File: config.mk
export PLATFORM = sky130hd
export DESIGN_NAME = fddt_distance
export DESIGN_NICKNAME = d
export VERILOG_FILES = /design/src/design/fddt_pkg.sv /design/src/design/fddt_distance.sv
export SDC_FILE = /design/constraint.sdc
export NUM_CORES = 1
export LEC_CHECK = 0
export ABC_AREA = 0
export BUFFER_PORTS_ARGS = -buffer_cell sky130_fd_sc_hd__buf_2
export CORE_ASPECT_RATIO = 0.9
export CORE_UTILIZATION = 27
export DETAILED_ROUTE_END_ITERATION = 6
export GPL_ROUTABILITY_DRIVEN = 0
export HOLD_SLACK_MARGIN = 0.05
export MAX_ROUTING_LAYER = met4
export PLACE_DENSITY = 0.53
export SLEW_MARGIN = 20
export SYNTH_ARGS = -nofsm -noshare
export SYNTH_HDL_FRONTEND = slang
export SYNTH_SLANG_ARGS = --single-unit
File: constraint.sdc
create_clock -name clock -period 6.4 [get_ports clock]
set_input_delay 0.96 -clock clock [delete_from_list [all_inputs] [get_ports clock]]
set_output_delay 0.96 -clock clock [all_outputs]
set_load 0.005 [all_outputs]
File: src/design/fddt_pkg.sv
// ----------------------------------------------------------------------------
// fddt_pkg: shared definitions for the frame difference block
// Field widths, register indexes and default sizes used by all modules.
// ----------------------------------------------------------------------------
package fddt_pkg;

   localparam int CHAN_W      = 8;
   localparam int PIX_W       = 3 * CHAN_W;
   localparam int SQ_W        = 2 * CHAN_W;
   localparam int DIST_W      = 18;
   localparam int LIMIT_W     = 18;
   localparam int DIM_W       = 10;
   localparam int OFFSET_W    = 3;
   localparam int CSR_INDEX_W = 3;
   localparam int CSR_DATA_W  = 18;
   localparam int RSP_DATA_W  = 8;

   localparam int DEF_MAX_WIDTH  = 512;
   localparam int DEF_MAX_HEIGHT = 512;
   localparam int DEF_MAX_OFFSET = 4;

   localparam logic [DIM_W-1:0]    RESET_FRAME_WIDTH  = DIM_W'(512);
   localparam logic [DIM_W-1:0]    RESET_FRAME_HEIGHT = DIM_W'(512);
   localparam logic [OFFSET_W-1:0] RESET_FRAME_OFFSET = OFFSET_W'(1);

   typedef enum logic [CSR_INDEX_W-1:0] {
      CSR_LOW_LIMIT    = 3'd0,
      CSR_HIGH_LIMIT   = 3'd1,
      CSR_FRAME_WIDTH  = 3'd2,
      CSR_FRAME_HEIGHT = 3'd3,
      CSR_FRAME_OFFSET = 3'd4
   } csr_index_type;

endpackage

File: src/design/fddt_distance.sv
// ----------------------------------------------------------------------------
// fddt_distance: squared color distance and threshold compare
// Stage one squares the channel differences, stage two sums and compares.
// ----------------------------------------------------------------------------
module fddt_distance (
   input  logic                         clock,
   input  logic                         enable,
   input  logic [fddt_pkg::PIX_W-1:0]   pixel,
   input  logic [fddt_pkg::PIX_W-1:0]   reference,
   input  logic [fddt_pkg::LIMIT_W-1:0] low_limit,
   input  logic [fddt_pkg::LIMIT_W-1:0] high_limit,
   output logic                         low_fg,
   output logic                         high_fg
);
   import fddt_pkg::*;

   logic [SQ_W-1:0]   sq_ff [3];
   logic [SQ_W-1:0]   sq_in [3];
   logic [DIST_W-1:0] sq_sum;
   logic              low_fg_ff;
   logic              high_fg_ff;

   always_comb begin
      logic [CHAN_W-1:0] p;
      logic [CHAN_W-1:0] r;
      logic [CHAN_W-1:0] d;
      for (int i = 0; i < 3; i++) begin
         p = pixel[i*CHAN_W +: CHAN_W];
         r = reference[i*CHAN_W +: CHAN_W];
         d = (p > r) ? (p - r) : (r - p);
         sq_in[i] = SQ_W'(d) * SQ_W'(d);
      end
   end

   assign sq_sum = DIST_W'(sq_ff[0]) + DIST_W'(sq_ff[1]) + DIST_W'(sq_ff[2]);

   always_ff @(posedge clock) begin
      if (enable) begin
         sq_ff      <= sq_in;
         low_fg_ff  <= sq_sum > low_limit;
         high_fg_ff <= sq_sum > high_limit;
      end
   end

   assign low_fg  = low_fg_ff;
   assign high_fg = high_fg_ff;

endmodule

==> impl_metrics.json, run 1 <==
{
  "die_h_um": 186,
  "drc": 20,
  "violations": "DRC",
  "worst_path_max_delay_cell": "fa_1",
  "netlist_area_sq_mm": 0.0101,
  "async_flop_share_pct": 0,
  "worst_r2r_endpoint": "high_fg",
  "critical_path.top_delay_family": "adder cells",
  "min_from": "sq_ff[0]",
  "cp_max_fo": 4,
  "synthFlopType": "edfxtp_1",
  "antenna_found_initial": 0,
  "slew_headroom_pct": 58.3,
  "worstRegToRegCells": 14,
  "cp.required_ps": 6440,
  "wire_per_inst_um": 11.4,
  "clock-sinks": 47,
  "whs_endpoint": "low_fg",
  "cts.clk_slew.worst_paths_ps": 70,
  "cts-root-buf": "clkbuf_16",
  "synth_cell_types": 72,
  "start_util_pct": 27.7,
  "finalCritPeriodShare_pct": 99.4,
  "grt_pass1_wl_mm": 35.9,
  "rr_startpoint": "sq_ff[4]",
  "grt_pass1_vias": 8013,
  "reg2reg_slack_ps": 2180,
  "antenna_left": 0,
  "grt_max_degree": 48,
  "rsz0062_at_grt": "true",
  "first_iter_violations": 282,
  "cts_tree": "done",
  "crit_type": "input pin to flip-flop",
  "cap_violations": 0,
  "htreeDepth": 2,
  "ff_latch_area_sq_mm": 0.00141,
  "diodes": 0,
  "synth_edf_count": 47,
  "tightest_slew_ps": 626,
  "fin_crit_ps": 6360,
  "status": "finished, violations left",
  "clkLatencyLatePin_ps": 290,
  "die-area_sq_mm": 0.0384,
  "synth_top_area_cell": "ha_1",
  "wl_met1_mm": 11.0,
  "area_growth_pct": 32.1,
  "worstSetupEndpointType": "flip-flop",
  "portBuffers": 87,
  "gr-total-overflow": 0,
  "ios": 88,
  "multiInputGateArea_sq_mm": 0.00827,
  "synth_top_cell_area_share_pct": 22.6,
  "routed-wl-met2_mm": 9.59,
  "cp_num_buf_inv": 8,
  "cts_hold_buf": 0,
  "syn_inst": 1104,
  "slew_violations": 0,
  "numCtsBuffers": 5,
  "cp-start-kind": "input pin",
  "wl_met3_um": 532,
  "ys_seq_area_share_pct": 13.9,
  "ys_ff_latch": 47,
  "fmax_ghz": 0.157,
  "arrival_ps": 6400,
  "clk_path_buf_depth": 2,
  "synth_top_cells_by_area": "ha_1 (23%), fa_1 (19%), edfxtp_1 (14%)",
  "core-area_sq_mm": 0.0366,
  "finalHoldViolCount": 0,
  "syn_avg_cell_area_sq_um": 9.19,
  "synth_warnings": 0,
  "finalNetCount": 1752,
  "routed_wl_mm": 21.2,
  "die_x_um": 206,
  "hold_depth": 3,
  "vias": 8109,
  "setup_violations": 0,
  "vias_per_cell": 4.35,
  "post-route-util_pct": 36.7,
  "layout-drive-gt1-share_pct": 31.5,
  "fillers": 3686,
  "first_pass_iters": 7,
  "maxUsedRoutingLayer": "met4",
  "finClkSkew_ps": 6.89,
  "grtUsageTotal_pct": 11.5,
  "min-delay-path-class": "flip-flop to flip-flop",
  "num_rows": 66,
  "cp_slowest_stage_delay_ps": 560,
  "dpl.hpwl_mm": 18.6
}
-- repair_timing --
action                                  4_1_cts  5_1_grt
resized for setup                             7       93
setup buffers                                 2       25
pin swaps                                     8       80
endpoints found under the setup margin        8       17
-- Yosys cell counts, drive strengths merged, types with 18 or more instances --
cell      n
a21o     48
a21oi    64
buf      18
edfxtp   47
fa       97
ha      183
inv     232
mux2i    19
nand2    28
nor2    105
o21ai    31
xnor2    53
xor2     23
-- cell usage in the layout (no fill, tap or decap), drive strengths merged, types with 2 or more instances in the layout --
master and n:
mux2i 19, nand2b 7, a31oi 9, o21a 13
o21ai 31, o21bai 5, xor2 23, a21o 48
nor2 105, nand4 14, clkbuf 5, and2 3
a221oi 7, fa 97, o31ai 2, buf 297
or2 15, nor3 17, clkinv 3, nor2b 8
a2bb2oi 2, o211ai 4, a21oi 64, a211oi 8
xnor2 53, nand3 10, edfxtp 47, conb 3
o2bb2ai 2, o31a 2, o2111ai 2, nand3b 2
and3 4, inv 232, nand2 28, ha 183
-- cells by family after synthesis --
kind of cell    Yosys count  synth area share (%)
fa+ha+maj               280                  41.7
buf+inv                 255                  10.1
simple gates            218                  10.4
compound gates          206                  13.8
xor+xnor                 76                  7.56
flops                    47                  13.9
mux                      20                  2.47
other cells               2                0.0740
-- registers in the layout (all words and copies together) (netlist names) --
| signal | flops |
|---|---|
| high_fg | 1 |
| low_fg | 1 |
| sq_ff | 45 |
-- worst max-delay path by stage --
stage                   start        end  slack (ps)  cells past startpoint
detailed placement   pixel[0]  sq_ff[47]        -470                     24
floorplan           pixel[16]  sq_ff[15]         -60                     25
global placement     pixel[0]  sq_ff[47]        -310                     24
global route         pixel[0]  sq_ff[47]        -170                     26
finish              pixel[16]  sq_ff[13]          40                     26
CTS                  pixel[8]  sq_ff[29]           2                     25
-- routing by layer --
layer  GRT usage (%)  vias to the layer above
met2            18.6                       97
met4            1.32                        0
li1                -                     4196
met3           0.788                        6
met1            16.2                     3810
met5               -                        -
-- worst min-delay path, delay by kind of cell (launching register included) --
family	cells	cell delay, ps
AOI/OAI and AO/OA	1	90
adders and majority gates	2	380
DFF	1	370
-- through the flow --
stage	area, sq um	std cells	setup slack (ps)	hold WS, ps	setup TNS [ps]
3_3_place_gp	12600	1828	-313	1020	-3580
2_1_floorplan	10400	1105	-55.1	882	-64.3
3_5_place_dp	12600	1828	-466	1030	-4900
4_1_cts	12800	1838	2.39	1030	0
6_report	13400	1863	37.1	1010	0
5_1_grt	13400	1863	-166	1080	-779
-- area by class of cell --
cell class	count	area share [%]
clock inverters	3	0.168
repair buffers	297	15.6
clock buffers	5	0.933
inverters	232	6.61
multi-input cells	803	61.7
flip-flops and latches	47	10.5
well taps	476	4.44
Power of run 1 is not shown: default switching activity piles up to over one toggle a cycle in this logic, so the estimate is an artifact.
==> run 2: changes to the inputs <==
Settings changed: GPL_ROUTABILITY_DRIVEN 0 to default, RECOVER_POWER from default to 25.
==> impl_metrics.json, run 2 (synthesis gave the netlist of run 1 again) <==
{
  "rsz0062_at_grt": "true",
  "wire_per_inst_um": 11.4,
  "grt_pass1_vias": 8013,
  "cp-start-kind": "input pin",
  "cts_hold_buf": 0,
  "crit_type": "input pin to flip-flop",
  "num_rows": 66,
  "htreeDepth": 2,
  "cp_num_buf_inv": 8,
  "rr_startpoint": "sq_ff[4]",
  "worst_path_max_delay_cell": "fa_1",
  "fin_crit_ps": 6360,
  "finalNetCount": 1752,
  "worstSetupEndpointType": "flip-flop",
  "core-area_sq_mm": 0.0366,
  "antenna_found_initial": 0,
  "slew_headroom_pct": -73.6,
  "cp_slowest_stage_delay_ps": 560,
  "vias": 8093,
  "dpl.hpwl_mm": 18.6,
  "cp_max_fo": 4,
  "grt_pass1_wl_mm": 35.9,
  "portBuffers": 87,
  "ios": 88,
  "finalHoldViolCount": 0,
  "start_util_pct": 27.7,
  "grtUsageTotal_pct": 11.5,
  "grt_max_degree": 48,
  "tightest_slew_ps": 2600,
  "arrival_ps": 6400,
  "layout_common_cells": "inv_1 (211), buf_4 (196), ha_1 (169), nor2_1 (92), fa_1 (89)",
  "final_common_cell": "inv_1",
  "status": "finished, violations left",
  "slew_violations": 48,
  "die_h_um": 186,
  "gr-total-overflow": 0,
  "cts_tree": "done",
  "cap_violations": 1,
  "critical_path.top_delay_family": "adder cells",
  "diodes": 0,
  "clk_path_buf_depth": 2,
  "vias_per_cell": 4.34,
  "cts.clk_slew.worst_paths_ps": 70,
  "area_growth_pct": 32.1,
  "routed_wl_mm": 21.2,
  "post-route-util_pct": 36.6,
  "clock-sinks": 47,
  "numCtsBuffers": 5,
  "violations": "DRC, capacitance limit, slew limit",
  "die-area_sq_mm": 0.0384,
  "drc": 20,
  "largest-register": "sq_ff",
  "fmax_ghz": 0.157,
  "cts-root-buf": "clkbuf_16",
  "die_x_um": 206,
  "clkLatencyLatePin_ps": 290,
  "place_congestion": 0.811,
  "min-delay-path-class": "flip-flop to flip-flop",
  "finClkSkew_ps": 6.86,
  "setup_violations": 0,
  "antenna_left": 0,
  "first_iter_violations": 289,
  "min_from": "sq_ff[0]",
  "crit_path_start": "pixel[16]",
  "layout-drive-gt1-share_pct": 31.4,
  "largest_reg_flops": 45,
  "cp.required_ps": 6440,
  "finalCritPeriodShare_pct": 99.4,
  "first_pass_iters": 7
}
## run 2: cell count changes in the layout (fill, tap and decap cells not counted), sizes merged
cell / before / now
clkbuf: 5 / 7
buf: 297 / 295
## run 2: final timing paths
path,slack [ps],endpoint,cells past startpoint
setup reg to reg,2180,high_fg,14
hold reg to reg,1010,low_fg,3
setup / recovery,40,sq_ff[13],26
hold / removal,1010,low_fg,3
## run 2: through the flow
| step | hold slack, ps | std cells | area [sq um] | setup TNS [ps] | setup WS (ps) |
|---|---|---|---|---|---|
| finish | 1010 | 1863 | 13400 | 0 | 38.6 |
| global route | 1080 | 1863 | 13400 | -779 | -166 |
| CTS | 1030 | 1838 | 12800 | 0 | 2.39 |
| detailed placement | 1030 | 1828 | 12600 | -4900 | -466 |
| global placement | 1020 | 1828 | 12600 | -3580 | -313 |
| floorplan | 882 | 1105 | 10400 | -64.3 | -55.1 |
## run 2: timing repair
action                     4_1_cts  5_1_grt
setup endpoints to repair        8       17
setup buffers                    2       25
resized for setup                7       93
pin swaps                        8       80
## run 2: layout make-up
class / instances / area, sq um
Clock buffer: 5 / 125
Clock inverter: 3 / 22.5
Fill cell: 3690 / 23200
Inverter: 232 / 886
Multi-Input combinational cell: 803 / 8270
Sequential cell: 47 / 1410
Tap cell: 476 / 596
Timing Repair Buffer: 297 / 2090
## run 2: worst register-to-register path, delay by kind of cell, from the launching register on
| kind | cells | cell delay, ps |
|---|---|---|
| simple gates | 3 | 850 |
| compound gates | 7 | 1390 |
| xor+xnor | 1 | 340 |
| fa+ha+maj | 3 | 1080 |
| flops | 1 | 420 |
## run 2: metal layers
metal | track usage [%] | part of all wire [%] | vias up
met5 | - | 0 | -
met4 | 1.32 | 0.44 | 0
met3 | 0.788 | 3.2 | 6
met2 | 18.6 | 45 | 103
met1 | 16.2 | 51 | 3789
li1 | - | - | 4195
Power of run 2 is left out for the same reason.
==> run 3: changes to the inputs <==
Settings changed: CORE_MARGIN from default to 4, CORE_UTILIZATION 27 to 47, PLACE_DENSITY 0.53 to 0.68.
==> impl_metrics.json, run 3 (synthesis gave the netlist of run 1 again) <==
{
  "gr-total-overflow": 0,
  "fmax_ghz": 0.157,
  "cp_max_fo": 6,
  "portBuffers": 87,
  "diodes": 0,
  "antenna_left": 0,
  "wire_per_inst_um": 13.2,
  "cts_tree": "done",
  "grt_pass1_wl_mm": 36.6,
  "routed_wl_mm": 21.8,
  "clk_path_buf_depth": 2,
  "cp.required_ps": 6440,
  "crit_type": "input pin to flip-flop",
  "layout_common_cells": "inv_1 (217), buf_4 (182), ha_1 (165), nor2_1 (89), fa_1 (89)",
  "start_util_pct": 48.3,
  "finalSetupTns_ps": 0,
  "largest-register": "sq_ff",
  "layout-drive-gt1-share_pct": 31.1,
  "finalHoldViolCount": 0,
  "grt_max_degree": 48,
  "tightest_slew_ps": 2560,
  "num_rows": 50,
  "numCtsBuffers": 5,
  "rsz0062_at_grt": "true",
  "first_pass_iters": 5,
  "finalNetCount": 1737,
  "slew_headroom_pct": -70.4,
  "cp-start-kind": "input pin",
  "fin_crit_ps": 6390,
  "fillers": 1788,
  "ff_latch_area_sq_mm": 0.00141,
  "min-delay-path-class": "flip-flop to flip-flop",
  "arrival_ps": 6430,
  "post-route-util_pct": 62.3,
  "final_common_cell": "inv_1",
  "cts-root-buf": "clkbuf_16",
  "core-area_sq_mm": 0.0210,
  "drc": 0,
  "cts.clk_slew.worst_paths_ps": 70,
  "slew_violations": 48,
  "finClkSkew_ps": 6.26,
  "cap_violations": 1,
  "die_x_um": 163,
  "vias": 8266,
  "vias_per_cell": 4.99,
  "violations": "capacitance limit, slew limit",
  "clkLatencyLatePin_ps": 290,
  "worstSetupEndpointType": "flip-flop",
  "multiInputGateArea_sq_mm": 0.00834,
  "grt_pass1_vias": 8163,
  "largest_reg_flops": 45,
  "area_growth_pct": 29.1,
  "die-area_sq_mm": 0.0240,
  "status": "finished, violations left",
  "dpl.hpwl_mm": 18.7,
  "die_h_um": 147,
  "finalCritPeriodShare_pct": 99.8,
  "ios": 88,
  "place_congestion": 0.887,
  "grtUsageTotal_pct": 18.4,
  "clock-sinks": 47,
  "antenna_found_initial": 0,
  "first_iter_violations": 370,
  "htreeDepth": 2,
  "setup_violations": 0
}
run 3: cell types whose count changed in the layout (fill, tap and decap cells not counted), moves of 3 or more:
cell,delta
nor2_2,+3
nor2_1,-3
o21ai_1,+5
a21oi_1,-4
ha_2,+5
o21ai_0,-3
buf_4,-14
inv_2,-6
inv_1,+6
ha_1,-4
run 3: worst max-delay path, stage by stage:
cell and delay [ps]:
buf_8 110, clkinv_8 30, ha_4 120, inv_2 40
fa_2 390, a21o_1 210, a221oi_4 310, a21oi_4 180
buf_4 170, buf_4 130, mux2i_4 230, buf_6 160
nor2_4 40, fa_1 510, fa_1 540, inv_1 50
fa_1 460, fa_1 510, inv_2 50, ha_4 210
o21a_1 160, o31a_1 110, o31a_1 320, o21a_1 210
nor2_2 140, xnor2_2 80
run 3: worst paths after layout:
check	endpoint	from	depth (start not counted)	slack [ps]
hold reg to reg	low_fg	sq_ff[16]	3	1060
setup / recovery	sq_ff[45]	pixel[0]	26	10
setup reg to reg	high_fg	sq_ff[21]	14	2330
hold / removal	low_fg	sq_ff[16]	3	1060
run 3: repair_timing:
action | 4_1_cts | 5_1_grt
hold buffers | 0 | 0
cloned | 0 | 0
gates resized for setup | 14 | 99
setup endpoints to repair | 6 | 17
pin swaps | 22 | 72
setup buffers | 6 | 20
run 3: layout make-up:
cell class                      count  share of cell area [%]
Clock buffer                        5                   0.955
Clock inverter                      3                   0.191
Inverter                          232                    6.76
Multi-Input combinational cell    803                    63.6
Sequential cell                    47                    10.8
Tap cell                          286                    2.73
Timing Repair Buffer              282                    15.0
run 3: stage by stage:
stage	instances	hold WS [ps]	setup WS [ps]	cell area, sq um
after floorplan	1105	882	-55.1	10400
after global placement	1624	1020	-368	12300
after detailed placement	1624	1040	-429	12300
after CTS	1638	1060	0.770	12600
after global routing	1658	1110	-184	13100
final	1658	1060	11.4	13100
run 3: routing by layer:
metal  track usage [%]  share of wire [%]  vias to the layer above
li1                  -                  -                     4167
met1              25.5                 47                     3917
met2              31.0                 49                      167
met3              1.23                3.5                       15
met4              2.01               0.73                        0
met5                 -                  0                        -
Power of run 3 is left out for the same reason.
